$ cat src/hw/rtl/rvl_pkg.sv
// ---------------------------------------------------------------------------
// RVL depth decoder package
// Shared widths, reset values and the result record.
// ---------------------------------------------------------------------------
`default_nettype none

package rvl_pkg;

   localparam int unsigned COUNT_BITS_DEF = 24;   // pixel counter width
   localparam int unsigned WORD_W         = 32;   // compressed word
   localparam int unsigned PIX_W          = 16;   // depth pixel
   localparam int unsigned REP_W          = 24;   // repeat count port
   localparam int unsigned CFG_W          = 24;   // pixels_per_image register
   localparam int unsigned NIBBLES        = 8;    // nibbles per word
   localparam int unsigned IN_DEPTH       = 2;    // word queue entries
   localparam int unsigned OUT_DEPTH      = 4;    // result queue entries

   localparam logic [CFG_W-1:0] CFG_RESET = CFG_W'(307200);

   typedef struct packed {
      logic [PIX_W-1:0] pixel_value;
      logic [REP_W-1:0] repeat_count;
      logic             image_done;
      logic             run_overflow;
      logic             last;
   } result_type;

endpackage

`default_nettype wire

$ cat src/hw/rtl/rvl_depth_decoder.sv
// ---------------------------------------------------------------------------
// RVL depth decoder
// Decompresses an RVL depth image stream, one 32-bit word per request,
// into zero-run and pixel results.
// ---------------------------------------------------------------------------
//
//   channel   direction  handshake                 payload
//   req_      in         req_push / req_full       req_code_word[31:0]
//   rsp_      out        rsp_pop / rsp_empty       pixel_value, repeat_count,
//                                                  image_done, run_overflow, last
//   csr_      in         csr_wr_en (no wait)       csr_wr_data[23:0] pixels/image
//
// Flow: the nibble unit consumes one nibble per clock while the result queue
//   has room, walking every nibble of a request (fewer when the image ends
//   inside it); the next word is loaded in the cycle the current one finishes.
// Results: each result is held in the nibble unit until the next result or
//   the end of its word settles its last flag.
// Reset: synchronous; all control state clears at once, no clearing pass.
// Stalls: a 2-entry word queue decouples req_ from the nibble unit, and a
//   4-entry result queue decouples it from rsp_; the unit halts only when the
//   result queue is full.
// ---------------------------------------------------------------------------
`default_nettype none

module rvl_depth_decoder #(
   parameter int unsigned COUNT_BITS = rvl_pkg::COUNT_BITS_DEF
) (
   input  wire logic                         clock,
   input  wire logic                         reset,
   // request side
   input  wire logic                         req_push,
   output logic                              req_full,
   input  wire logic [rvl_pkg::WORD_W-1:0]   req_code_word,
   // result side
   output logic                              rsp_empty,
   input  wire logic                         rsp_pop,
   output logic      [rvl_pkg::PIX_W-1:0]    rsp_pixel_value,
   output logic      [rvl_pkg::REP_W-1:0]    rsp_repeat_count,
   output logic                              rsp_image_done,
   output logic                              rsp_run_overflow,
   output logic                              rsp_last,
   // configuration
   input  wire logic                         csr_wr_en,
   input  wire logic [rvl_pkg::CFG_W-1:0]    csr_wr_data
);

   localparam int unsigned RES_W = $bits(rvl_pkg::result_type);

   logic [rvl_pkg::CFG_W-1:0]  pixels_per_image_ff, pixels_per_image_in;

   logic                       word_empty, word_pop;
   logic [rvl_pkg::WORD_W-1:0] word_data;

   logic                       res_full, res_push;
   rvl_pkg::result_type        res_wr, res_rd;
   logic [RES_W-1:0]           res_rd_bits;

   // image size register, sampled by the unit at each image start
   assign pixels_per_image_in = csr_wr_en ? csr_wr_data : pixels_per_image_ff;

   always_ff @(posedge clock) begin
      if (reset) begin
         pixels_per_image_ff <= rvl_pkg::CFG_RESET;
      end else begin
         pixels_per_image_ff <= pixels_per_image_in;
      end
   end

   // front: compressed word queue
   rvl_fifo #(
      .WIDTH (rvl_pkg::WORD_W),
      .DEPTH (rvl_pkg::IN_DEPTH)
   ) u_word_q (
      .clock   (clock),
      .reset   (reset),
      .push    (req_push),
      .wr_data (req_code_word),
      .full    (req_full),
      .pop     (word_pop),
      .rd_data (word_data),
      .empty   (word_empty)
   );

   // back: nibble decoder
   rvl_nibble_unit #(
      .COUNT_BITS (COUNT_BITS)
   ) u_nibble (
      .clock      (clock),
      .reset      (reset),
      .word_valid (!word_empty),
      .word_data  (word_data),
      .word_pop   (word_pop),
      .cfg_pixels (pixels_per_image_ff),
      .out_full   (res_full),
      .out_push   (res_push),
      .out_data   (res_wr)
   );

   // result queue toward the consumer
   rvl_fifo #(
      .WIDTH (RES_W),
      .DEPTH (rvl_pkg::OUT_DEPTH)
   ) u_res_q (
      .clock   (clock),
      .reset   (reset),
      .push    (res_push),
      .wr_data (res_wr),
      .full    (res_full),
      .pop     (rsp_pop),
      .rd_data (res_rd_bits),
      .empty   (rsp_empty)
   );

   assign res_rd           = rvl_pkg::result_type'(res_rd_bits);
   assign rsp_pixel_value  = res_rd.pixel_value;
   assign rsp_repeat_count = res_rd.repeat_count;
   assign rsp_image_done   = res_rd.image_done;
   assign rsp_run_overflow = res_rd.run_overflow;
   assign rsp_last         = res_rd.last;

endmodule

`default_nettype wire

$ cat src/hw/rtl/rvl_fifo.sv
// ---------------------------------------------------------------------------
// RVL small queue
// Register-based FIFO, power-of-two depth, show-ahead read.
// ---------------------------------------------------------------------------
`default_nettype none

module rvl_fifo #(
   parameter int unsigned WIDTH = rvl_pkg::WORD_W,
   parameter int unsigned DEPTH = rvl_pkg::IN_DEPTH
) (
   input  wire logic             clock,
   input  wire logic             reset,
   input  wire logic             push,
   input  wire logic [WIDTH-1:0] wr_data,
   output logic                  full,
   input  wire logic             pop,
   output logic      [WIDTH-1:0] rd_data,
   output logic                  empty
);

   localparam int unsigned AW = (DEPTH > 1) ? $clog2(DEPTH) : 1;

   logic [WIDTH-1:0] mem_ff [DEPTH];
   logic [AW-1:0]    wr_ptr_ff, wr_ptr_in;
   logic [AW-1:0]    rd_ptr_ff, rd_ptr_in;
   logic [AW:0]      count_ff, count_in;
   logic             do_push, do_pop;

   always_comb begin
      full    = (count_ff == (AW+1)'(DEPTH));
      empty   = (count_ff == '0);
      do_push = push && !full;
      do_pop  = pop && !empty;
      rd_data = mem_ff[rd_ptr_ff];

      wr_ptr_in = do_push ? wr_ptr_ff + 1'b1 : wr_ptr_ff;
      rd_ptr_in = do_pop  ? rd_ptr_ff + 1'b1 : rd_ptr_ff;
      count_in  = count_ff;
      if (do_push && !do_pop) begin
         count_in = count_ff + 1'b1;
      end else if (do_pop && !do_push) begin
         count_in = count_ff - 1'b1;
      end
   end

   always_ff @(posedge clock) begin
      if (do_push) begin
         mem_ff[wr_ptr_ff] <= wr_data;
      end
   end

   always_ff @(posedge clock) begin
      if (reset) begin
         wr_ptr_ff <= '0;
         rd_ptr_ff <= '0;
         count_ff  <= '0;
      end else begin
         wr_ptr_ff <= wr_ptr_in;
         rd_ptr_ff <= rd_ptr_in;
         count_ff  <= count_in;
      end
   end

endmodule

`default_nettype wire

$ cat src/hw/rtl/rvl_nibble_unit.sv
// ---------------------------------------------------------------------------
// RVL nibble unit
// Walks one nibble per cycle unless out_full, builds values, runs the
// run-length / delta state machine and hands results to the result queue.
// ---------------------------------------------------------------------------
`default_nettype none

module rvl_nibble_unit #(
   parameter int unsigned COUNT_BITS = rvl_pkg::COUNT_BITS_DEF
) (
   input  wire logic                        clock,
   input  wire logic                        reset,
   input  wire logic                        word_valid,
   input  wire logic [rvl_pkg::WORD_W-1:0]  word_data,
   output logic                             word_pop,
   input  wire logic [rvl_pkg::CFG_W-1:0]   cfg_pixels,
   input  wire logic                        out_full,
   output logic                             out_push,
   output rvl_pkg::result_type              out_data
);

   localparam logic [1:0] PH_ZERO    = 2'd0;
   localparam logic [1:0] PH_NONZERO = 2'd1;
   localparam logic [1:0] PH_DELTA   = 2'd2;

   localparam logic [3:0] GRP_LIMIT = 4'd11;   // groups that still fit 32 bits
   localparam logic [3:0] GRP_SAT   = 4'hF;
   localparam logic [2:0] IDX_FIRST = 3'(rvl_pkg::NIBBLES - 1);

   logic                        busy_ff, busy_in;
   logic [rvl_pkg::WORD_W-1:0]  word_ff, word_in;
   logic [2:0]                  idx_ff, idx_in;
   logic [1:0]                  phase_ff, phase_in;
   logic [31:0]                 acc_ff, acc_in;
   logic [3:0]                  grp_ff, grp_in;
   logic [COUNT_BITS-1:0]       pix_ff, pix_in;
   logic [COUNT_BITS-1:0]       nz_ff, nz_in;
   logic [rvl_pkg::PIX_W-1:0]   prev_ff, prev_in;
   logic                        clip_ff, clip_in;
   logic                        pend_valid_ff, pend_valid_in;
   logic                        pend_fin_ff, pend_fin_in;
   rvl_pkg::result_type         pend_ff, pend_in;

   // effective state after the image-start override
   logic [1:0]                  phase_e;
   logic [31:0]                 acc_e;
   logic [3:0]                  grp_e;
   logic [COUNT_BITS-1:0]       pix_e, nz_e;
   logic [rvl_pkg::PIX_W-1:0]   prev_e;
   logic                        clip_e;

   logic                        step, start, ended, emit, word_end, load;
   logic [31:0]                 cfg_ext;
   logic [COUNT_BITS-1:0]       pix_load;
   logic [3:0]                  nib;
   logic [4:0]                  shamt;
   logic [31:0]                 acc_n;
   logic [3:0]                  grp_n;
   logic                        v_gt;
   logic [COUNT_BITS-1:0]       cnt, pix_dec, nz_dec, pix_sub;
   logic [31:0]                 cnt_ext;
   logic [rvl_pkg::PIX_W-1:0]   delta, cur;
   rvl_pkg::result_type         new_res;

   always_comb begin
      step     = busy_ff && !out_full;
      start    = (idx_ff == IDX_FIRST) && (phase_ff != PH_NONZERO) &&
                 (phase_ff != PH_DELTA) && (pix_ff == '0);
      cfg_ext  = {{(32 - rvl_pkg::CFG_W){1'b0}}, cfg_pixels};
      pix_load = cfg_ext[COUNT_BITS-1:0];

      if (start) begin
         phase_e = PH_ZERO;
         acc_e   = '0;
         grp_e   = '0;
         pix_e   = pix_load;
         nz_e    = '0;
         prev_e  = '0;
         clip_e  = 1'b0;
      end else begin
         phase_e = phase_ff;
         acc_e   = acc_ff;
         grp_e   = grp_ff;
         pix_e   = pix_ff;
         nz_e    = nz_ff;
         prev_e  = prev_ff;
         clip_e  = clip_ff;
      end

      // value assembly, three bits per nibble, low group first
      nib   = word_ff[{idx_ff, 2'b00} +: 4];
      shamt = {1'b0, grp_e} + {grp_e, 1'b0};
      acc_n = (grp_e < GRP_LIMIT) ? (acc_e | (32'(nib[2:0]) << shamt)) : acc_e;
      grp_n = (grp_e != GRP_SAT) ? grp_e + 1'b1 : grp_e;

      v_gt    = acc_n > 32'(pix_e);
      cnt     = v_gt ? pix_e : acc_n[COUNT_BITS-1:0];
      cnt_ext = 32'(cnt);
      pix_dec = pix_e - 1'b1;
      nz_dec  = nz_e - 1'b1;
      pix_sub = pix_e - cnt;
      delta   = acc_n[rvl_pkg::PIX_W:1] ^ {rvl_pkg::PIX_W{acc_n[0]}};   // zigzag
      cur     = prev_e + delta;

      busy_in  = busy_ff;
      word_in  = word_ff;
      idx_in   = idx_ff;
      phase_in = phase_ff;
      acc_in   = acc_ff;
      grp_in   = grp_ff;
      pix_in   = pix_ff;
      nz_in    = nz_ff;
      prev_in  = prev_ff;
      clip_in  = clip_ff;
      emit     = 1'b0;
      ended    = 1'b0;
      word_end = 1'b0;
      new_res  = '0;

      if (step) begin
         phase_in = phase_e;
         acc_in   = acc_e;
         grp_in   = grp_e;
         pix_in   = pix_e;
         nz_in    = nz_e;
         prev_in  = prev_e;
         clip_in  = clip_e;
         if (start && (pix_load == '0)) begin
            word_end = 1'b1;               // empty image: drop the word
         end else begin
            if (nib[3]) begin
               acc_in = acc_n;
               grp_in = grp_n;
            end else begin
               acc_in = '0;
               grp_in = '0;
               case (phase_e)
                  PH_DELTA: begin
                     prev_in              = cur;
                     nz_in                = nz_dec;
                     pix_in               = pix_dec;
                     emit                 = 1'b1;
                     new_res.pixel_value  = cur;
                     new_res.repeat_count = rvl_pkg::REP_W'(1);
                     new_res.image_done   = (pix_dec == '0);
                     new_res.run_overflow = clip_e;
                     if (nz_dec == '0) begin
                        if (pix_dec == '0) begin
                           ended = 1'b1;
                        end else begin
                           phase_in = PH_ZERO;
                        end
                     end
                  end
                  PH_NONZERO: begin
                     clip_in = v_gt;
                     nz_in   = cnt;
                     if (cnt == '0) begin
                        if (pix_e == '0) begin
                           ended = 1'b1;
                        end else begin
                           phase_in = PH_ZERO;
                        end
                     end else begin
                        phase_in = PH_DELTA;
                     end
                  end
                  default: begin
                     pix_in               = pix_sub;
                     emit                 = (cnt != '0);
                     new_res.pixel_value  = '0;
                     new_res.repeat_count = cnt_ext[rvl_pkg::REP_W-1:0];
                     new_res.image_done   = (pix_sub == '0);
                     new_res.run_overflow = v_gt;
                     phase_in             = PH_NONZERO;
                  end
               endcase
            end
            if (ended) begin
               phase_in = PH_ZERO;
               acc_in   = '0;
               grp_in   = '0;
               pix_in   = '0;
               nz_in    = '0;
               clip_in  = 1'b0;
               word_end = 1'b1;
            end
            if (idx_ff == '0) begin
               word_end = 1'b1;
            end
         end
      end

      // one result is held back until we know whether it ends its word
      out_push      = pend_valid_ff && !out_full &&
                      (pend_fin_ff || (step && (emit || word_end)));
      out_data      = pend_ff;
      out_data.last = pend_fin_ff || !emit;

      pend_in       = pend_ff;
      pend_valid_in = pend_valid_ff;
      pend_fin_in   = pend_fin_ff;
      if (emit) begin
         pend_in       = new_res;
         pend_valid_in = 1'b1;
         pend_fin_in   = word_end;
      end else if (out_push) begin
         pend_valid_in = 1'b0;
         pend_fin_in   = 1'b0;
      end

      load     = word_valid && (!busy_ff || (step && word_end));
      word_pop = load;
      if (load) begin
         word_in = word_data;
         idx_in  = IDX_FIRST;
         busy_in = 1'b1;
      end else if (step) begin
         if (word_end) begin
            busy_in = 1'b0;
         end else begin
            idx_in = idx_ff - 1'b1;
         end
      end
   end

   always_ff @(posedge clock) begin
      word_ff <= word_in;
      idx_ff  <= idx_in;
      pend_ff <= pend_in;
   end

   always_ff @(posedge clock) begin
      if (reset) begin
         busy_ff       <= 1'b0;
         phase_ff      <= PH_ZERO;
         acc_ff        <= '0;
         grp_ff        <= '0;
         pix_ff        <= '0;
         nz_ff         <= '0;
         prev_ff       <= '0;
         clip_ff       <= 1'b0;
         pend_valid_ff <= 1'b0;
         pend_fin_ff   <= 1'b0;
      end else begin
         busy_ff       <= busy_in;
         phase_ff      <= phase_in;
         acc_ff        <= acc_in;
         grp_ff        <= grp_in;
         pix_ff        <= pix_in;
         nz_ff         <= nz_in;
         prev_ff       <= prev_in;
         clip_ff       <= clip_in;
         pend_valid_ff <= pend_valid_in;
         pend_fin_ff   <= pend_fin_in;
      end
   end

   // a pending nonzero run exists exactly while emitting deltas
   a_nz_phase: assert property (@(posedge clock) disable iff (reset)
      (nz_ff != '0) |-> (phase_ff == PH_DELTA))
      else $error("nonzero run pending outside delta phase");

   a_delta_run: assert property (@(posedge clock) disable iff (reset)
      (phase_ff == PH_DELTA) |-> ((nz_ff != '0) && (nz_ff <= pix_ff)))
      else $error("delta run empty or longer than pixels left");

   a_push_room: assert property (@(posedge clock) disable iff (reset)
      out_push |-> !out_full)
      else $error("result pushed into full queue");

   a_fin_valid: assert property (@(posedge clock) disable iff (reset)
      pend_fin_ff |-> pend_valid_ff)
      else $error("word-final flag without held result");

   a_fin_drains: assert property (@(posedge clock) disable iff (reset)
      (pend_fin_ff && !out_full) |=> !(pend_fin_ff && $stable(pend_ff) && !emit &&
                                       $past(pend_fin_ff) && !$past(emit)))
      else $error("word-final result not released");

endmodule

`default_nettype wire

$ cat config.mk
export PLATFORM = sky130hd
export DESIGN_NAME = rvl_depth_decoder
export DESIGN_NICKNAME = d
export VERILOG_FILES = /design/src/hw/rtl/rvl_pkg.sv /design/src/hw/rtl/rvl_depth_decoder.sv /design/src/hw/rtl/rvl_fifo.sv /design/src/hw/rtl/rvl_nibble_unit.sv
export SDC_FILE = /design/constraint.sdc
export NUM_CORES = 1
export LEC_CHECK = 0
export ABC_AREA = 1
export BUFFER_PORTS_ARGS = -buffer_cell sky130_fd_sc_hd__buf_2
export CAP_MARGIN = 20
export CORE_ASPECT_RATIO = 1.5
export CORE_MARGIN = 10
export CORE_UTILIZATION = 65
export DETAILED_ROUTE_END_ITERATION = 8
export PLACE_DENSITY_LB_ADDON = 0.1
export SLEW_MARGIN = 10
export SYNTH_ARGS = -nofsm -noshare
export SYNTH_HDL_FRONTEND = slang
export SYNTH_SLANG_ARGS = --single-unit
$ cat constraint.sdc
create_clock -name clock -period 13.65 [get_ports clock]
set_input_delay 2.73 -clock clock [delete_from_list [all_inputs] [get_ports clock]]
set_output_delay 2.73 -clock clock [all_outputs]
set_load 0.02 [all_outputs]
# [Word-level counts from Yosys, hierarchy flattened]
# Memories as Yosys holds them, arrays and structs flattened. A register that Yosys moved wholly into a read port is not among the register bits.
# Index checks and enable logic that the tools add are counted.
[totals] mem_bits_rw=236 register_bits=186 mem_count=2
[memory_table] name="u_res_q.mem_ff" words=4 word_bits=43 read_ports=1 rd_ports_with_merged_regs=1 wr=1 line_no="rvl_fifo.sv:23" rtl="logic [WIDTH-1:0] mem_ff [DEPTH];"
[memory_table] name="u_word_q.mem_ff" words=2 word_bits=32 read_ports=1 rd_ports_with_merged_regs=1 wr=1 line_no="rvl_fifo.sv:23"
[classes] n_mux=72 n_shift=2 n_reduce_logical=51 bitwise_logic=4 add_sub_neg=15 n_lt_le_gt_ge=2 eq_ne=8
[ops] operator="$mux W24" n=9
[ops] operator="$logic_not A24 Y1" n=7
[ops] operator="$mux W32" n=5
[ops] operator="$pmux W24 S2" n=2
[ops] operator="$pmux W42 S2" n=1
[ops] operator="$mux W16" n=4
[ops] operator="$sub A24 B1 Y24 const B" n=2
[ops] operator="$gt A32 B24 Y1" n=1
[ops] operator="$or A32 B32 Y32" n=1
[ops] operator="$shiftx A32 B6 Y4" n=1
[ops] operator="$shl A3 B5 Y32" n=1
[ops] operator="$mux W1" n=29
[ops] operator="$mux W2" n=12
[ops] operator="$reduce_bool A24 Y1" n=1
[ops] operator="$sub A24 B24 Y24" n=1
[ops] operator="$mux W4" n=5
[ops] operator="$logic_and A1 B1 Y1" n=18
[ops] operator="$add A16 B16 Y16" n=1
[ops] operator="$xor A16 B16 Y16" n=1
[ops] operator="$logic_not A1 Y1" n=10
[ops] operator="$reduce_bool A2 Y1" n=5
[ops] operator="$add A2 B1 Y2 const B" n=3
[ops] operator="$eq A3 B3 Y1 const B" n=2
[ops] operator="$logic_not A3 Y1" n=2
[ops] operator="other kinds (20)" n=30

# [Logic depth before layout (Yosys ltp)]
# Gate-level depths: netlist of run 1.
[depth] word_depth=30 mapped_depth=58

# [Modules after synthesis]
# Synthesis of run 1 repeated with hierarchy kept, for this count alone.
[hier_totals] hier_cells=2762 area_unflattened_um2=24512.3
[modules_own_cells] module="rvl_nibble_unit" instances=1 area_each_um2=13962.1 seq_area_each_um2=4404.2 cells_each=1994
[modules_own_cells] module="rvl_fifo at u_res_q" instances=1 area_each_um2=6842.8 seq_area_each_um2=5345.1 cells_each=485
[modules_own_cells] module="rvl_fifo at u_word_q" instances=1 area_each_um2=2718.9 seq_area_each_um2=2021.9 cells_each=137
[modules_own_cells] module="rvl_depth_decoder" instances=1 area_each_um2=988.4 seq_area_each_um2=480.5 cells_each=146

# [Worst setup path after synthesis of run 1]
# OpenSTA, ideal clock, no wires.
[synth_timing] path_type="reg2reg" start="register u_nibble.phase_ff[0]" end="memory u_res_q.mem_ff[0][0] (netlist name) (enable)" path_buffers=3 stages_incl_launch_ff=45 synth_period_minus_slack_ns=8.308 slack_ns=5.342 t_required_ns=13.207 arrival_ns=7.865 cell_sequence="dfxtp_1 -> inv_1 -> ha_1 -> inv_4 -> nand2_2 -> nor2_4 -> nand2_1 -> nor2_2 -> nand2_4 -> buf_6 -> nand2_1 -> inv_1 -> ha_1 -> nand4_2 -> nand2_1 -> nand2_2 -> a21oi_2 -> inv_1 -> [... 9 more ...] -> nand2_1 -> a31oi_1 -> nor2_1 -> nand3_2 -> nor2_8 -> buf_4 -> nand2_1 -> o21ai_0 -> nor2_1 -> nand2_1 -> nor2_1 -> nand2_1 -> nand2_1 -> nand2_1 -> nor2_1 -> nand2_2 -> nand2_4 -> nor2_1"
[synth_via] elab_cells_between_ends=50
[synth_lines] item="start: declaration" line_no="rvl_nibble_unit.sv:33" rtl="logic [1:0] phase_ff, phase_in;"
[synth_lines] item="start signal: assignment" line_no="rvl_nibble_unit.sv:247" rtl="phase_ff <= phase_in;"
[synth_lines] item="$ne A2 B1 Y1" line_no="rvl_nibble_unit.sv:67" rtl="start = (idx_ff == IDX_FIRST) && (phase_ff != PH_NONZERO) &&"
[synth_lines] item="$logic_and A1 B1 Y1 (2 in a row)" line_no="rvl_nibble_unit.sv:67"
[synth_lines] item="$logic_and A1 B1 Y1" line_no="rvl_nibble_unit.sv:68" rtl="(phase_ff != PH_DELTA) && (pix_ff == '0);"
[synth_lines] item="$mux W4" line_no="rvl_nibble_unit.sv:72" rtl="if (start) begin"
[synth_lines] item="$add A4 B5 Y5" line_no="rvl_nibble_unit.sv:92" rtl="shamt = {1'b0, grp_e} + {grp_e, 1'b0};"
[synth_lines] item="$shl A3 B5 Y32" line_no="rvl_nibble_unit.sv:93" rtl="acc_n = (grp_e < GRP_LIMIT) ? (acc_e | (32'(nib[2:0]) << shamt)) : acc_e;"
[synth_lines] item="$or A32 B32 Y32" line_no="rvl_nibble_unit.sv:93"
[synth_lines] item="$mux W32" line_no="rvl_nibble_unit.sv:93"
[synth_lines] item="[... 7 more ...]"
[synth_lines] item="net u_nibble.emit" line_no="rvl_nibble_unit.sv:52" rtl="logic step, start, ended, emit, word_end, load;"
[synth_lines] item="$logic_or A1 B1 Y1 (*)" line_no="rvl_nibble_unit.sv:196" rtl="(pend_fin_ff || (step && (emit || word_end)));"
[synth_lines] item="$logic_and A1 B1 Y1 (*)" line_no="rvl_nibble_unit.sv:196"
[synth_lines] item="$logic_or A1 B1 Y1 (*)" line_no="rvl_nibble_unit.sv:196"
[synth_lines] item="$logic_and A1 B1 Y1 (*)" line_no="rvl_nibble_unit.sv:195" rtl="out_push = pend_valid_ff && !out_full &&"
[synth_lines] item="$logic_and A1 B1 Y1 (*)" line_no="rvl_fifo.sv:32" rtl="do_push = push && !full;"
[synth_lines] item="$mux W1 (*)" line_no="rvl_fifo.sv:47" rtl="if (do_push) begin"
[synth_lines] item="$mux W1 (not written as such) (*)" line_no="rvl_fifo.sv:48" rtl="mem_ff[wr_ptr_ff] <= wr_data;"
[synth_lines] item="end: declaration" line_no="rvl_fifo.sv:23"
# The timed path passes the listed nets; every way through them passes the cells marked *. The select of a mux whose other input is x is not followed.

# [Worst setup path after layout of run 1]
[layout_timing] start="register u_nibble.phase_ff[0]" end="register u_nibble.pix_ff[22]"
[layout_via] elab_chain_cells=19 elab_cells_between_ends=39
[layout_rtl] item="branches (longest 18 deep; another with $gt A32 B24 Y1)"
[layout_rtl] item="$mux W24 (*)" line_no="rvl_nibble_unit.sv:128" rtl="if (start && (pix_load == '0)) begin"
[layout_rtl] item="end signal: assignment" line_no="rvl_nibble_unit.sv:250" rtl="pix_ff <= pix_in;"
[layout_rtl] item="end: declaration" line_no="rvl_nibble_unit.sv:36" rtl="logic [COUNT_BITS-1:0] pix_ff, pix_in;"
# Mark *: on every way between the ends. The select of a mux whose other input is x is not followed.
# A chain may end at the register's enable or synchronous reset.

==> metrics.md, run 1 <==
| Metric | Value |
|---|---|
| Final Cycle Share | `72.87%` |
| Crit Path Class | `flop to flop` |
| # diodes | `0` |
| Post-synth EDFFs | `310` |
| Area after DPL | `about 0.025 mm2` |
| Final WL | `68,900 um` |
| Row count | `86` |
| Met1 wire length | `25,150 um` |
| Sw Share | `47.09%` |
| Post-Syn Area | `0.02393 mm2` |
| Switch Pwr | `3.166 mW` |
| Flop-to-flop setup slack | `3.70 ns` |
| Mapped Cells | `2,699` |
| R2R Path Start | `u_nibble.phase_ff[0]$_SDFFE_PP0P_` |
| Endpoints failing hold | `0` |
| Syn-to-layout area delta | `9.804%` |
| Chip Width | `approximately 180 um` |
| Max layer used | `met4` |
| Root Buffer | `clkbuf_16` |
| Chip height | `between 200 and 300 um` |
| Startpoint types | `flop` |
| Layout cells sized above 1 | `12.10%` |
| Crit path top cell by count | `nand2_1` |
| H-Tree Level Count | `2` |
| Metal2 WL | `35,320 um` |
| Design area | `0.02628 mm2` |
| Core box area | `0.03659 mm2` |
| Syn Area/Cell | `8.866 um2` |
| Startpoint of the worst hold path | `u_nibble.acc_ff[10]$_SDFFE_PP0P_` |
| Vias in the first global route | `around 20,000` |
| Status | `complete, no violations` |
| Cell Pwr Density | `255.9 mW/mm2` |
| Number of max-cap violations | `0` |
| Min Tclk post-route | `9.946 ns` |
| Worst Clk Skew | `roughly 0.013 ns` |
| Critical path arrival | `between 10 and 15 ns` |
| P_int | `3.558 mW` |
| Ys flop type | `edfxtp_1` |
| ANT nets after route | `0` |
| Part of the power in the clock network | `17.0%` |
| Register area | `0.01223 mm2` |
| Post-CTS Setup Inserts | `0` |
| # fillers | `around 2,700` |
| Post-synth ARST share | `0%` |
| Setup violators final | `0` |
| Commonest cells after routing, fill and taps aside | `512 x nand2_1, 345 x nor2_1, 310 x edfxtp_1` |
| RSZ-0062 raised after global routing | `false` |
| Final TNS setup | `0 ns` |
| Sequential power share | `28.5%` |
| Post-synth net total | `2,843` |
| WP data required | `14.14 ns` |
| Warnings, synthesis | `0` |
| Initial cell density of the core | `around two thirds` |
| Largest net degree at the start of global routing | `97` |
| VDD IR max | `157.6 uV` |
| CTS sink count | `456` |
| Min-Delay Endpoint | `u_nibble.acc_ff[10]$_SDFFE_PP0P_` |
| DRT iter0 DRCs | `1,785` |
| DRC violations left | `0` |
| Router iterations before antenna repair | `6` |
| Post-synthesis sequential area ratio | `between 50 and 60%` |
| HPWL after DPL | `48,580 um` |
| Combinational share of power | `54.4%` |
| Yosys reg bits | `about 460` |
| Worst R2R Path Depth | `51` |
| Worst reg2reg path endpoint | `u_nibble.pix_ff[22]$_SDFFE_PP0P_` |
| Crit path max-delay cell type | `nand2_4` |
| Slowest stage delay, CP | `approximately 0.48 ns` |
| Slew HR | `between 40% and 50%` |
| Vias | `20,090` |
| CTS tree | `yes` |
| Die area | `0.04505 mm2` |
| Number of CTS-inserted buffers | `40` |
| Fin. max-slew vios | `0` |
| Commonest non-fill, non-tap cell in the layout | `nand2_1` |
| I/O Buffers | `about 110` |
| First-pass GRT wire length | `106,700 um` |
| Clk Latency, worst-skew pair | `roughly 0.57 ns` |
| Wire per inst | `20.97 um` |
| Nets | `2,914` |
| HP Class | `flop to flop` |
| Setup crit end kind | `flop` |
| Metal3 WL | `4398 um` |
| PostCTS Resize Cnt | `0` |
| GRT overflow | `0` |
| Area of the multi-input gates | `between 0.01 and 0.015 mm2` |
| Clk slew on worst S/H paths | `~0.07 ns` |
| Cts hold-fix bufs | `0` |
| Hold path cells | `2` |
| Peak Freq | `roughly 0.1 GHz` |
| Final GP Congestion | `1.016` |
| GR Util All Layers | `30.16%` |
| CP max FO | `63` |
| Initial antenna violation count | `0` |
| Vias per inst | `6.113` |
| Netlist cell types | `57` |
| Slew @ Worst Pin | `0.8844 ns` |
| Leak pwr | `approximately 11 nW` |
| I/O Pins | `106` |
| Clock Path Buffers | `3` |
| Worst hold slack | `0.4665 ns` |
## worst max path at each step
stage,start,to,slack [ns],cells after the start
floorplan,u_nibble.phase_ff[0]$_SDFFE_PP0P_,u_res_q.mem_ff[0][0]$_DFFE_PP_,5.34,44
global placement,u_nibble.phase_ff[0]$_SDFFE_PP0P_,u_nibble.pix_ff[22]$_SDFFE_PP0P_,4.12,51
detailed placement,u_nibble.phase_ff[0]$_SDFFE_PP0P_,u_nibble.pix_ff[22]$_SDFFE_PP0P_,3.81,51
CTS,u_nibble.phase_ff[0]$_SDFFE_PP0P_,u_nibble.pix_ff[22]$_SDFFE_PP0P_,3.78,51
global route,u_nibble.phase_ff[0]$_SDFFE_PP0P_,u_nibble.out_data[2]$_SDFFCE_PP0P_,2.84,48
finish,u_nibble.phase_ff[0]$_SDFFE_PP0P_,u_nibble.pix_ff[22]$_SDFFE_PP0P_,3.70,51
## power by group through the flow
stage | clock (mW) | combinational, mW | sequential, mW
floorplan | 0 | 2.59 | 1.89
global placement | 0 | 3.50 | 1.92
detailed placement | 0 | 3.54 | 1.94
CTS | 1.16 | 3.57 | 1.92
global route | 1.22 | 4.00 | 1.94
finish | 1.15 | 3.66 | 1.92
## Yosys cell counts (9+ instances only)
library cell | n | area, um2
clkbuf_1 | 89 | 334.1
nand4_1 | 43 | 269.0
nand3_2 | 9 | 90.09
inv_2 | 9 | 33.78
ha_1 | 80 | 1001
o22ai_1 | 66 | 412.9
o21ai_1 | 10 | 50.05
edfxtp_1 | 310 | 9309
o211ai_1 | 29 | 217.7
nand3_1 | 101 | 505.5
nand2_1 | 514 | 1929
o21ai_0 | 187 | 935.9
a21oi_2 | 10 | 87.58
dfxtp_1 | 146 | 2923
inv_1 | 219 | 822.0
nand2_2 | 17 | 106.4
o221ai_1 | 19 | 166.4
mux2_2 | 32 | 360.4
a221oi_1 | 14 | 122.6
nor2_1 | 353 | 1325
xnor2_1 | 15 | 131.4
nor2_2 | 15 | 93.84
a21oi_1 | 194 | 970.9
xor2_1 | 69 | 604.3
buf_2 | 17 | 85.08
nor3_1 | 25 | 125.1
nor4_1 | 12 | 75.07
## cell families (layout without fill, tap and decap cells)
family,after synthesis,after routing,synth area share [%]
buffers and inverters,360,463,6.070
AO/OA/AOI/OAI,573,573,13.97
flip-flops,456,456,51.11
XOR/XNOR,84,84,3.074
multiplexers,32,32,1.506
AND/OR/NAND/NOR,1111,1111,19.83
adder cells (fa/ha/maj),83,83,4.434
## registers in the layout (all words and copies together) (netlist names), 2 cells and up, named ones only
name	cells
u_word_q.mem_ff	64
u_res_q.count_ff	3
u_word_q.count_ff	2
u_nibble.nz_ff	24
u_nibble.word_ff	32
u_res_q.wr_ptr_ff	2
u_nibble.prev_ff	16
u_res_q.mem_ff	172
u_res_q.rd_ptr_ff	2
u_nibble.idx_ff	3
u_nibble.phase_ff	2
u_nibble.out_data	42
u_nibble.grp_ff	4
pixels_per_image_ff	24
u_nibble.pix_ff	24
u_nibble.acc_ff	32
## per-layer routing
| layer | track usage (%) | up-vias |
|---|---|---|
| li1 | - | 9419 |
| met1 | 33.59 | 9526 |
| met2 | 54.31 | 895 |
| met3 | 4.148 | 246 |
| met4 | 16.86 | 0 |
| met5 | 0 | - |
## through the flow
stage          power, mW  utilization (%)  setup WS, ns  cells
2_1_floorplan      4.474                -         5.342   2699
3_3_place_gp       5.427            68.06         4.116   3210
3_5_place_dp       5.475            68.06         3.812   3210
4_1_cts            6.647            71.73         3.781   3284
5_1_grt            7.156            71.82         2.835   3286
6_report           6.724            71.82         3.704   3286
## area by class of cell
class / instances / area share, %
Clock buffer: 58 / 4.300
Sequential cell: 456 / 46.55
Clock inverter: 16 / 0.8047
Tap cell: 484 / 2.305
Timing Repair Buffer: 152 / 3.419
Multi-Input combinational cell: 1883 / 39.21
Inverter: 237 / 3.405
## critical path, delay by kind of cell, from the launching register on
kind,cells,cell delay (ns)
and+or+nand+nor,25,3.88
DFF,1,0.40
buffers and inverters,7,1.17
adders and majority gates,5,1.35
AOI/OAI and AO/OA,13,2.90
xor gates and xnor gates,1,0.08
No activity file was read; power rests on OpenSTA's default activity.
==> run 2: changes to the inputs <==
--- a/config.mk
+++ b/config.mk
@@ -10,7 +10,7 @@
 export CAP_MARGIN = 20
 export CORE_ASPECT_RATIO = 1.5
 export CORE_MARGIN = 10
-export CORE_UTILIZATION = 65
+export CORE_UTILIZATION = 62
 export DETAILED_ROUTE_END_ITERATION = 8
 export PLACE_DENSITY_LB_ADDON = 0.1
 export SLEW_MARGIN = 10
==> constraint.sdc (replaced) <==
create_clock -name clock -period 10.4 [get_ports clock]
set_input_delay 2.08 -clock clock [delete_from_list [all_inputs] [get_ports clock]]
set_output_delay 2.08 -clock clock [all_outputs]
set_load 0.02 [all_outputs]
==> metrics.md, run 2 (same netlist as run 1, synthesis figures left out) <==
| Metric | Value |
|---|---|
| Syn-to-layout area delta | `9.683%` |
| Wire per inst | `20.73 um (-1.1%)` |
| Status | `complete, no violations` |
| DRT iter0 DRCs | `1,724 (-3.4%)` |
| VDD IR max | `238.6 uV (+51%)` |
| Min Tclk post-route | `8.928 ns (-1.018 ns)` |
| Layout cells sized above 1 | `12.02% (-0.081 points)` |
| Initial cell density of the core | `62.45% (-3.0 points)` |
| Slew HR | `35.17% (-5.8 points)` |
| Root Buffer | `clkbuf_16` |
| Setup crit end kind | `flop` |
| Crit path top cell by count | `nand2_1` |
| DRC violations left | `0 (unchanged)` |
| Chip Width | `180.4 um (+2.1%)` |
| Combinational share of power | `53.9% (-0.5 points)` |
| Critical path arrival | `9.34 ns (-1.10 ns)` |
| Final Cycle Share | `85.85% (+13 points)` |
| Endpoints failing hold | `0 (unchanged)` |
| CTS tree | `yes` |
| Vias in the first global route | `19,530 (-1.4%)` |
| Setup violators final | `0 (unchanged)` |
| Chip height | `260.6 um (+2.2%)` |
| Sw Share | `47.14% (+0.049 points)` |
| GR Util All Layers | `28.21% (-1.9 points)` |
| Post-CTS Setup Inserts | `0 (unchanged)` |
| Number of CTS-inserted buffers | `41 (+2.5%)` |
| Clk Latency, worst-skew pair | `0.57 ns (about the same)` |
| Final GP Congestion | `0.9991 (-1.7%)` |
| Clk slew on worst S/H paths | `0.07 ns (about the same)` |
| Register area | `0.01223 mm2 (unchanged)` |
| Largest Register | `u_res_q.mem_ff` |
| P_int | `4.687 mW (+32%)` |
| Sequential power share | `28.5% (about the same)` |
| Router iterations before antenna repair | `6 (unchanged)` |
| Peak Freq | `0.1120 GHz (+11%)` |
| Cell Pwr Density | `337.8 mW/mm2 (+32%)` |
| Largest net degree at the start of global routing | `88 (-9.3%)` |
| Final WL | `68,240 um (-0.97%)` |
| I/O Pins | `106 (unchanged)` |
| Area of the multi-input gates | `0.01030 mm2 (unchanged)` |
| # fillers | `3,033 (+11%)` |
| Crit Path Class | `flop to flop` |
| Part of the power in the clock network | `17.6% (+0.6 points)` |
| Cts hold-fix bufs | `0 (unchanged)` |
| Nets | `2,908 (-0.21%)` |
| Leak pwr | `10.59 nW (-0.10%)` |
| Commonest non-fill, non-tap cell in the layout | `nand2_1` |
| WP data required | `10.81 ns (-3.33 ns)` |
| Crit path max-delay cell type | `dfxtp_1` |
| RSZ-0062 raised after global routing | `false` |
| Tot Pwr | `8.865 mW (+32%)` |
| H-Tree Level Count | `2 (unchanged)` |
| I/O Buffers | `105 (unchanged)` |
| Commonest cells after routing, fill and taps aside | `512 x nand2_1, 345 x nor2_1, 310 x edfxtp_1` |
| Startpoint types | `flop` |
| Slew @ Worst Pin | `0.9724 ns (+0.08807 ns)` |
| Clock Path Buffers | `3 (unchanged)` |
| Row count | `88 (+2.3%)` |
| CP max FO | `34 (-46%)` |
| Vias per inst | `6.049 (-1.0%)` |
| Final TNS setup | `0 ns (unchanged)` |
| # diodes | `0 (unchanged)` |
| Initial antenna violation count | `0 (unchanged)` |
| Switch Pwr | `4.179 mW (+32%)` |
| PostCTS Resize Cnt | `0 (unchanged)` |
| HP Class | `flop to flop` |
| Fin. max-slew vios | `0 (unchanged)` |
| Worst Clk Skew | `0.02350 ns (+0.01014 ns)` |
| GRT overflow | `0 (unchanged)` |
| CTS sink count | `456 (unchanged)` |
| HPWL after DPL | `48,530 um (-0.10%)` |
| Core box area | `0.03832 mm2 (+4.7%)` |
| Vias | `19,910 (-0.89%)` |
| Max reg flops | `172 (unchanged)` |
| First-pass GRT wire length | `106,500 um (-0.21%)` |
| Die area | `0.04702 mm2 (+4.4%)` |
| Number of max-cap violations | `0 (unchanged)` |
| Slowest stage delay, CP | `0.73 ns (+0.25 ns)` |
| ANT nets after route | `0 (unchanged)` |
==> run 2: area by class of cell <==
class | count | area share (%)
clock inverter | 24 | 1.096
sequential | 456 | 46.61
multi-input combinational | 1883 | 39.26
clock buffer | 51 | 4.128
inverter | 237 | 3.408
tap | 495 | 2.360
timing repair buffer | 145 | 3.146
==> run 2: worst max-delay path: cells and delay by family, from the launching register on <==
kind,cells,cell delay (ns)
flops,1,0.73
xor+xnor,1,0.14
compound gates,16,3.18
fa+ha+maj,5,1.57
buf+inv,3,0.46
simple gates,24,2.68
==> run 2: routing by layer <==
layer | GRT usage, % | share of wire, %
met5 | 0 | 0
met4 | 15.73 | 6.2
met3 | 4.089 | 6.5
met2 | 50.46 | 50
met1 | 31.79 | 37
==> run 2: path summary, 6_finish.rpt <==
check	cells after the start	start	to	slack (ns)
min	2	u_nibble.prev_ff[9]$_SDFFE_PP0P_	u_nibble.prev_ff[9]$_SDFFE_PP0P_	0.46
min reg2reg	2	u_nibble.prev_ff[9]$_SDFFE_PP0P_	u_nibble.prev_ff[9]$_SDFFE_PP0P_	0.46
max	49	u_nibble.idx_ff[0]$_SDFFE_PP1P_	u_nibble.pix_ff[22]$_SDFFE_PP0P_	1.47
max reg2reg	49	u_nibble.idx_ff[0]$_SDFFE_PP1P_	u_nibble.pix_ff[22]$_SDFFE_PP0P_	1.47
==> run 2: metrics by stage <==
stage          area (um2)  hold slack (ns)  util [%]  instances  setup WS (ns)
2_1_floorplan       23930           0.4372         -       2699          2.092
3_3_place_gp        24880           0.4516     64.92       3216          1.846
3_5_place_dp        24880           0.4557     64.92       3216          1.672
4_1_cts             26250           0.4662     68.50       3291          1.584
5_1_grt             26250           0.4799     68.50       3291         0.6620
6_report            26250           0.4635     68.50       3291          1.472
==> run 2: power groups by stage <==
stage	registers [mW]	clock network (mW)	logic, mW
after CTS	2.52	1.58	4.66
after global placement	2.54	0	4.58
after global routing	2.56	1.65	5.21
final	2.53	1.56	4.78
after detailed placement	2.56	0	4.62
after floorplan	2.48	0	3.39
==> run 3: changes to the inputs <==
--- a/config.mk
+++ b/config.mk
@@ -10,7 +10,7 @@
 export CAP_MARGIN = 20
 export CORE_ASPECT_RATIO = 1.5
 export CORE_MARGIN = 10
-export CORE_UTILIZATION = 62
+export CORE_UTILIZATION = 65
 export DETAILED_ROUTE_END_ITERATION = 8
 export PLACE_DENSITY_LB_ADDON = 0.1
 export SLEW_MARGIN = 10
==> constraint.sdc (replaced) <==
create_clock -name clock -period 10.5 [get_ports clock]
set_input_delay 2.1 -clock clock [delete_from_list [all_inputs] [get_ports clock]]
set_output_delay 2.1 -clock clock [all_outputs]
set_load 0.02 [all_outputs]
==> metrics.md, run 3 (same netlist as run 1, synthesis figures left out) <==
| Metric | Value |
|---|---|
| Vias per inst | `6.143 (+1.6%)` |
| Chip Width | `176.7 um (-2.1%)` |
| Commonest cells after routing, fill and taps aside | `512 x nand2_1, 345 x nor2_1, 310 x edfxtp_1` |
| Commonest non-fill, non-tap cell in the layout | `nand2_1` |
| Slowest stage delay, CP | `0.56 ns (-0.17 ns)` |
| Critical path arrival | `9.40 ns (+0.06 ns)` |
| Worst Clk Skew | `0.01605 ns (-0.007442 ns)` |
| Number of CTS-inserted buffers | `41 (unchanged)` |
| Vias in the first global route | `19,620 (+0.48%)` |
| HPWL after DPL | `49,160 um (+1.3%)` |
| Worst hold slack | `0.4647 ns (+0.001233 ns)` |
| Setup crit end kind | `flop` |
| Largest net degree at the start of global routing | `87 (-1.1%)` |
| HP Class | `flop to flop` |
| Slew @ Worst Pin | `1.078 ns (+0.1054 ns)` |
| Clk Latency, worst-skew pair | `0.57 ns (about the same)` |
| R2R Path Start | `u_nibble.idx_ff[1]$_SDFFE_PP1P_` |
| Layout cells sized above 1 | `12.32% (+0.30 points)` |
| Hold path cells | `2 (unchanged)` |
| GR Util All Layers | `30.50% (+2.3 points)` |
| DRT iter0 DRCs | `2,047 (+19%)` |
| PostCTS Resize Cnt | `0 (unchanged)` |
| # fillers | `2,737 (-9.8%)` |
| CTS tree | `yes` |
| Startpoint of the worst hold path | `u_nibble.nz_ff[11]$_SDFFE_PP0P_` |
| Clock Path Buffers | `3 (unchanged)` |
| Cell Pwr Density | `333.3 mW/mm2 (-1.3%)` |
| Crit path max-delay cell type | `dfxtp_1` |
| Row count | `86 (-2.3%)` |
| Initial cell density of the core | `65.41% (+3.0 points)` |
| ANT nets after route | `0 (unchanged)` |
| RSZ-0062 raised after global routing | `false` |
| CTS sink count | `456 (unchanged)` |
| Die area | `0.04505 mm2 (-4.2%)` |
| Chip height | `255 um (-2.2%)` |
| Wire per inst | `21.17 um (+2.1%)` |
| Final Cycle Share | `85.58% (-0.27 points)` |
| Final GP Congestion | `0.9920 (-0.71%)` |
| Clk slew on worst S/H paths | `0.07 ns (about the same)` |
| Vias | `20,230 (+1.6%)` |
| DRC violations left | `0 (unchanged)` |
| Slew HR | `28.14% (-7.0 points)` |
| Status | `complete, no violations` |
| Worst reg2reg path endpoint | `u_nibble.pix_ff[22]$_SDFFE_PP0P_` |
| Largest Register | `u_res_q.mem_ff` |
| Post-CTS Setup Inserts | `0 (unchanged)` |
| First-pass GRT wire length | `107,500 um (+0.97%)` |
| Root Buffer | `clkbuf_16` |
| I/O Pins | `106 (unchanged)` |
| Syn-to-layout area delta | `9.715% (about the same)` |
| Endpoints failing hold | `0 (unchanged)` |
| Router iterations before antenna repair | `6 (unchanged)` |
| Crit path top cell by count | `nand2_1` |
| I/O Buffers | `105 (unchanged)` |
| Peak Freq | `0.1113 GHz (-0.64%)` |
| Max reg flops | `172 (unchanged)` |
| WP data required | `10.92 ns (+0.11 ns)` |
| # diodes | `0 (unchanged)` |
| Crit Path Class | `flop to flop` |
| Worst R2R Path Depth | `48 (-2.0%)` |
| VDD IR max | `235.5 uV (-1.3%)` |
| CP max FO | `34 (unchanged)` |
| Initial antenna violation count | `0 (unchanged)` |
| Final WL | `69,720 um (+2.2%)` |
| Cts hold-fix bufs | `0 (unchanged)` |
| DP Cell Count | `3,216 (unchanged)` |
| Setup violators final | `0 (unchanged)` |
| Number of max-cap violations | `0 (unchanged)` |
| Fin. max-slew vios | `0 (unchanged)` |
| Fin cells | `3,293 (+0.061%)` |
| Min-Delay Endpoint | `u_nibble.nz_ff[11]$_SDFFE_PP0P_` |
| Core box area | `0.03659 mm2 (-4.5%)` |
| H-Tree Level Count | `2 (unchanged)` |
| Leak pwr | `10.60 nW (+0.13%)` |
| Min Tclk post-route | `8.986 ns (+0.05795 ns)` |
| GRT overflow | `0 (unchanged)` |
| Startpoint types | `flop` |
| Flop-to-flop setup slack | `1.51 ns (+0.04 ns)` |
| Nets | `2,920 (+0.41%)` |
| Final TNS setup | `0 ns (unchanged)` |
==> run 3: report_power, final <==
group          total (mW)  leakage, nW  internal (mW)  switching [mW]
Clock                1.45        0.623          0.781           0.669
Sequential           2.50         4.04           2.31           0.188
Combinational        4.80         5.94           1.48            3.32
Total                8.75         10.6           4.58            4.17
==> run 3: cell type report <==
class,instances,area [um2],area share [%]
Sequential cell,456,12230,46.59
Timing Repair Buffer,157,919.6,3.503
Clock inverter,24,200.2,0.7625
Inverter,237,894.6,3.407
Tap cell,484,605.6,2.307
Clock buffer,52,1099,4.184
Multi-Input combinational cell,1883,10300,39.24
==> run 3: routing by layer <==
metal	GRT usage (%)	up-vias	wire, um
met5	0	-	0
met4	18.64	0	4849
met3	4.473	286	5188
met2	53.79	1057	34760
met1	34.16	9454	24920
li1	-	9432	-
==> run 3: worst max-delay path by stage <==
stage                                            startpoint                                to  slack, ns  cells after the start
final                       u_nibble.idx_ff[1]$_SDFFE_PP1P_  u_nibble.pix_ff[22]$_SDFFE_PP0P_       1.51                     48
after detailed placement    u_nibble.idx_ff[1]$_SDFFE_PP1P_  u_nibble.pix_ff[22]$_SDFFE_PP0P_       1.72                     48
after CTS                   u_nibble.idx_ff[1]$_SDFFE_PP1P_  u_nibble.pix_ff[22]$_SDFFE_PP0P_       1.66                     48
after global routing        u_nibble.idx_ff[1]$_SDFFE_PP1P_  u_nibble.pix_ff[22]$_SDFFE_PP0P_       0.65                     48
after global placement      u_nibble.idx_ff[1]$_SDFFE_PP1P_  u_nibble.pix_ff[22]$_SDFFE_PP0P_       1.99                     48
after floorplan           u_nibble.phase_ff[0]$_SDFFE_PP0P_    u_res_q.mem_ff[0][0]$_DFFE_PP_       2.19                     44
==> run 3: critical path: cells and delay by family, from the launching register on <==
family | cells | cell delay [ns]
buf+inv | 4 | 0.53
xor+xnor | 1 | 0.14
simple gates | 25 | 3.37
fa+ha+maj | 5 | 1.49
compound gates | 13 | 2.72
flops | 1 | 0.56
==> run 3: through the flow <==
step	utilization, %	power [mW]	setup WS [ns]	area, um2
6_report	71.76	8.751	1.514	26260
4_1_cts	71.73	8.620	1.656	26240
3_3_place_gp	68.18	7.064	1.990	24950
3_5_place_dp	68.18	7.139	1.718	24950
2_1_floorplan	-	5.816	2.192	23930
5_1_grt	71.76	9.303	0.6531	26260
